### config.mk
export PLATFORM = sky130hd
export DESIGN_NAME = lrc_cell
export DESIGN_NICKNAME = d
export VERILOG_FILES = /design/src/rtl/core/lrc_pkg.sv /design/src/rtl/core/lrc_cell.sv
export SDC_FILE = /design/constraint.sdc
export NUM_CORES = 1
export LEC_CHECK = 0
export BUFFER_PORTS_ARGS = -buffer_cell sky130_fd_sc_hd__buf_4
export CAP_MARGIN = 20
export CORE_AREA = 2 2 359 361
export CTS_CLUSTER_DIAMETER = 60
export DETAILED_ROUTE_END_ITERATION = 12
export DIE_AREA = 0 0 361 363
export PLACE_DENSITY_LB_ADDON = 0.12
export SETUP_SLACK_MARGIN = 0.3
export SLEW_MARGIN = 10
export SYNTH_ARGS = -nofsm -noshare
export SYNTH_HDL_FRONTEND = slang
export SYNTH_SLANG_ARGS = --single-unit
### constraint.sdc
create_clock -name clk_i -period 51.7 [get_ports clk_i]
set_input_delay 5.17 -clock clk_i [delete_from_list [all_inputs] [get_ports clk_i]]
set_output_delay 5.17 -clock clk_i [all_outputs]
set_load 0.01 [all_outputs]
### src/rtl/core/lrc_pkg.sv
`default_nettype none

package lrc_pkg;

  // Defaults for the top-level parameters
  localparam int unsigned DEF_ENTRIES    = 64;
  localparam int unsigned DEF_COUNT_BITS = 16;

  // Capacity limit register
  localparam int unsigned CAP_W     = 7;
  localparam logic [CAP_W-1:0] CAP_RESET = 7'd50;

  // Stream widths, padded to whole bytes
  localparam int unsigned IN_W  = 200;
  localparam int unsigned OUT_W = 136;

  typedef enum logic [1:0] {
    CMD_INSERT = 2'd0,
    CMD_GET    = 2'd1,
    CMD_EXISTS = 2'd2,
    CMD_CLEAR  = 2'd3
  } cmd_e;

  // Payload of one cache entry
  typedef struct packed {
    logic [63:0] key;
    logic [63:0] name_hash;
    logic [31:0] size;
    logic [31:0] offset;
  } entry_t;

  // Control broadcast from the sequencer to every cell
  typedef struct packed {
    logic compare;  // register key match
    logic apply;    // take the next rank order
    logic clear;    // drop all entries
    logic shift_r;  // insert without removal: cells after the slot move right
    logic remove;   // one entry leaves, new one goes in: cells in between move left
  } ctrl_t;

endpackage

`default_nettype wire

### src/rtl/core/lrc_cell.sv
`default_nettype none

// One rank position of the cache. Cells sit in rank order, lowest count first.
module lrc_cell #(
  parameter int unsigned CountBits = lrc_pkg::DEF_COUNT_BITS
) (
  input  wire logic                  clk_i,
  input  wire logic                  rst_ni,
  input  wire lrc_pkg::ctrl_t        ctrl_i,
  input  wire logic [63:0]           key_i,
  input  wire lrc_pkg::entry_t       new_ent_i,
  input  wire logic [CountBits-1:0]  new_cnt_i,
  input  wire logic                  rm_i,
  input  wire logic                  after_i,
  input  wire logic                  left_valid_i,
  input  wire lrc_pkg::entry_t       left_ent_i,
  input  wire logic [CountBits-1:0]  left_cnt_i,
  input  wire logic                  left_le_i,
  input  wire logic                  right_valid_i,
  input  wire lrc_pkg::entry_t       right_ent_i,
  input  wire logic [CountBits-1:0]  right_cnt_i,
  input  wire logic                  right_le_i,
  output logic                       valid_o,
  output lrc_pkg::entry_t            ent_o,
  output logic [CountBits-1:0]       cnt_o,
  output logic                       le_o,
  output logic                       match_o
);

  logic                 valid_q, valid_d;
  logic                 match_q;
  lrc_pkg::entry_t      ent_q, ent_d;
  logic [CountBits-1:0] cnt_q, cnt_d;
  logic                 le_w;

  // stays ahead of the placed entry
  assign le_w = valid_q && (cnt_q <= new_cnt_i) && !rm_i;

  // local reorder decision
  always_comb begin
    valid_d = valid_q;
    ent_d   = ent_q;
    cnt_d   = cnt_q;
    if (ctrl_i.clear) begin
      valid_d = 1'b0;
    end else if (ctrl_i.apply && ctrl_i.shift_r) begin
      if (!le_w) begin
        if (left_le_i) begin
          valid_d = 1'b1;
          ent_d   = new_ent_i;
          cnt_d   = new_cnt_i;
        end else begin
          valid_d = left_valid_i;
          ent_d   = left_ent_i;
          cnt_d   = left_cnt_i;
        end
      end
    end else if (ctrl_i.apply && ctrl_i.remove && after_i) begin
      if (right_le_i) begin
        valid_d = right_valid_i;
        ent_d   = right_ent_i;
        cnt_d   = right_cnt_i;
      end else if (rm_i || le_w) begin
        valid_d = 1'b1;
        ent_d   = new_ent_i;
        cnt_d   = new_cnt_i;
      end
    end
  end

  always_ff @(posedge clk_i or negedge rst_ni) begin
    if (!rst_ni) begin
      valid_q <= 1'b0;
      match_q <= 1'b0;
    end else begin
      valid_q <= valid_d;
      if (ctrl_i.compare) begin
        match_q <= valid_q && (ent_q.key == key_i);
      end
    end
  end

  always_ff @(posedge clk_i) begin
    ent_q <= ent_d;
    cnt_q <= cnt_d;
  end

  assign valid_o = valid_q;
  assign ent_o   = ent_q;
  assign cnt_o   = cnt_q;
  assign le_o    = le_w;
  assign match_o = match_q;

endmodule

`default_nettype wire

==> impl_metrics.env <==
export IMPL_period_needed_ps=11910
export IMPL_synthFlopType="edfxtp_1"
export IMPL_synth_edf_count=208
export IMPL_r2r_setup_slack_ps=47180
export IMPL_ir_drop_mv=0.01784
export IMPL_cts_setup_buffers=0
export IMPL_hp_class="reg2reg"
export IMPL_setup_tns_ps=0
export IMPL_cts_hold_buf=0
export IMPL_yosysUniqueCellTypes=46
export IMPL_fin_area_um2=21090
export IMPL_cts_tree="done"
export IMPL_status="finished clean"
export IMPL_synth_largest_area_cell="edfxtp_1"
export IMPL_yosys_top_cells_count="nor2_1, o22ai_1, edfxtp_1"
export IMPL_clk_pin_slew_ps=50
export IMPL_place_area_um2=19490
export IMPL_drive_gt1_share_pct=50.22
export IMPL_worst_ep_required_time_ps=46530
export IMPL_ioPinCount=912
export IMPL_dp_hpwl_mm=69.20
export IMPL_antenna_found_initial=31
export IMPL_synthCells=1074
export IMPL_relSlewSlack_pct=34.34
export IMPL_async_flop_share_pct=0.9524
export IMPL_finalMaxSlewViolations=0
export IMPL_tightest_slew_ps=985.0
export IMPL_hold_viol=0
export IMPL_yosysSeqAreaShare_pct=58.51
export IMPL_power_leakage_uw=0.008741
export IMPL_switchingPower_uw=165.4
export IMPL_track_usage_pct=11.94
export IMPL_nets=2690
export IMPL_r2r_start="cnt_o[11]"
export IMPL_clock_root_buffer="clkbuf_16"
export IMPL_cts_resized=0
export IMPL_timing_rr_end="ent_o[89]"
export IMPL_fmax_ghz=0.08394
export IMPL_drtAntennaViolNets=0
export IMPL_grt_pass1_vias=13710
export IMPL_synthesis_nets=1791
export IMPL_critPathLaunchType="input pin"
export IMPL_finClkSkew_ps=25.00
export IMPL_die_h_um=363
export IMPL_vias=12470
export IMPL_syn2layout_area_growth_pct=95.98
export IMPL_clock_sink_count=210
export IMPL_grt_pass1_wl_mm=109.4
export IMPL_reg2reg_depth=10
export IMPL_drt_first_pass_iters=5
export IMPL_globalplace_congestion=0.8341
export IMPL_io_buffers=911
export IMPL_syn_area_um2=10760
export IMPL_fill_cells=14320
export IMPL_setup_viol=0
export IMPL_swShare_pct=26.49
export IMPL_seq_power_share_pct=32.7
export IMPL_remaining_drc_errors=0
export IMPL_yosys_warnings=0
export IMPL_synth_seq_cells=210
export IMPL_path_class="in2out"
export IMPL_clock_latency_ps=590
export IMPL_endpoint="le_o"
export IMPL_holdWs_ps=502.9
export IMPL_cap_violations=0
export IMPL_arrival_ps=6740
export IMPL_synthTopCellsByArea="edfxtp_1, nor2_1, o22ai_1"
export IMPL_fin_crit_sh_pct=23.04
export IMPL_pwr_share_clk_pct=49.8
export IMPL_rsz0062_at_grt="false"
export IMPL_power_density_nw_per_um2=29.60
export IMPL_htree_levels=2
export IMPL_dieWidth_um=361
export IMPL_dieArea_um2=131000
export IMPL_syn_avg_cell_area_um2=10.02
export IMPL_viasPerCell=3.388
export IMPL_yosysMostFrequentCell="nor2_1"
export IMPL_core_um2=127000
export IMPL_drt_total_wl_mm=82.41
export IMPL_numCtsBuffers=44
export IMPL_endpoint_kind="primary output"
export IMPL_clk_path_buf_depth=3
export IMPL_synth_top_area_share_pct=58.05
export IMPL_initial_core_util_pct=8.471
export IMPL_wire_per_inst_um=22.39
export IMPL_drt_iter0_drc=488
export IMPL_rows=131
export IMPL_worstPathMaxFanout=4
export IMPL_grt_ovfl_total=0
export IMPL_power_internal_uw=458.9
export IMPL_critPathLaunch="new_cnt_i[13]"
export IMPL_power_frac_comb_pct=17.5
export IMPL_grt_max_degree=80
==> registers in the layout, summed over array words and instances (netlist names) <==
| register | flops |
|---|---|
| match_o | 1 |
| valid_o | 1 |
| cnt_o | 16 |
| ent_o | 192 |
==> critical path: stages <==
cell and delay [ps]:
buf_4 80, inv_1 50, ha_1 310, nand4_2 160
nor3_2 250, a21boi_1 200, o31a_1 290, nor2_1 70
buf_4 150
==> how the worst min path moves through the flow <==
| stage | to | start | depth (start not counted) |
|---|---|---|---|
| 2_1_floorplan | match_o | match_o | 1 |
| 3_3_place_gp | match_o | match_o | 1 |
| 3_5_place_dp | match_o | match_o | 1 |
| 4_1_cts | match_o | match_o | 1 |
| 5_1_grt | match_o | match_o | 1 |
| 6_report | match_o | match_o | 1 |
==> power by group through the flow <==
stage / combinational, uW / sequential [uW] / clock [uW]
after floorplan: 35.0 / 213 / 0
after detailed placement: 113 / 208 / 0
after CTS: 113 / 204 / 324
after global placement: 112 / 208 / 0
after global routing: 120 / 205 / 328
final: 109 / 204 / 311
==> routing by layer <==
metal,GRT usage (%),vias up,wire length [um]
met5,0,-,38
met4,3.897,6,2399
li1,-,5806,-
met1,12.14,5914,29050
met2,22.09,620,43060
met3,4.836,123,7857
==> through the flow <==
| step | std cells | util (%) | power [uW] | worst slack [ps] |
|---|---|---|---|---|
| after floorplan | 1074 | - | 248.4 | 24590 |
| after global placement | 3589 | 15.34 | 319.8 | 39810 |
| after detailed placement | 3589 | 15.34 | 320.1 | 39810 |
| after CTS | 3669 | 16.58 | 640.7 | 39800 |
| after global routing | 3675 | 16.59 | 652.9 | 39660 |
| final | 3680 | 16.60 | 624.3 | 39790 |
==> cells in the final DEF (no fill, tap or decap), types with 2 or more instances in the layout <==
| master | n |
|---|---|
| xnor2_1 | 31 |
| a21oi_1 | 8 |
| o2111ai_1 | 2 |
| o22ai_1 | 214 |
| a221oi_1 | 7 |
| clkinv_1 | 3 |
| a2111oi_2 | 2 |
| a31oi_1 | 15 |
| clkinv_4 | 10 |
| nand4_1 | 12 |
| ha_1 | 16 |
| nor2_1 | 389 |
| xor2_1 | 11 |
| clkinvlp_4 | 3 |
| diode_2 | 11 |
| nor2b_1 | 3 |
| clkbuf_1 | 3 |
| buf_4 | 923 |
| bufinv_16 | 8 |
| clkinv_2 | 5 |
| nand2b_1 | 3 |
| clkbuf_16 | 46 |
| o221ai_1 | 2 |
| nor4_1 | 5 |
| nand2_4 | 2 |
| nand2_1 | 4 |
| o2bb2ai_1 | 4 |
| inv_1 | 39 |
| dfrtp_1 | 2 |
| edfxtp_1 | 208 |
| nand3_1 | 2 |
==> layout make-up <==
type	instances	area, um^2	area share (%)
Clock inverter	31	411.6	1.952
Inverter	40	150.1	0.7120
Tap cell	1662	2079	9.861
Multi-Input combinational cell	754	4031	19.12
Antenna cell	11	27.53	0.1305
Sequential cell	210	6296	29.86
Clock buffer	49	1162	5.512
Timing Repair Buffer	923	6929	32.86
==> cells by family after synthesis <==
logic type / count (synthesis) / share of synthesized area (%)
AND/OR/NAND/NOR: 430 / 15.90
AO/OA/AOI/OAI: 265 / 15.98
multiplexers: 1 / 0.09303
XOR/XNOR: 42 / 3.419
adder cells (fa/ha/maj): 16 / 1.860
flip-flops: 210 / 58.51
buffers and inverters: 110 / 4.244
Note: power is estimated with default switching activity, not from simulation.
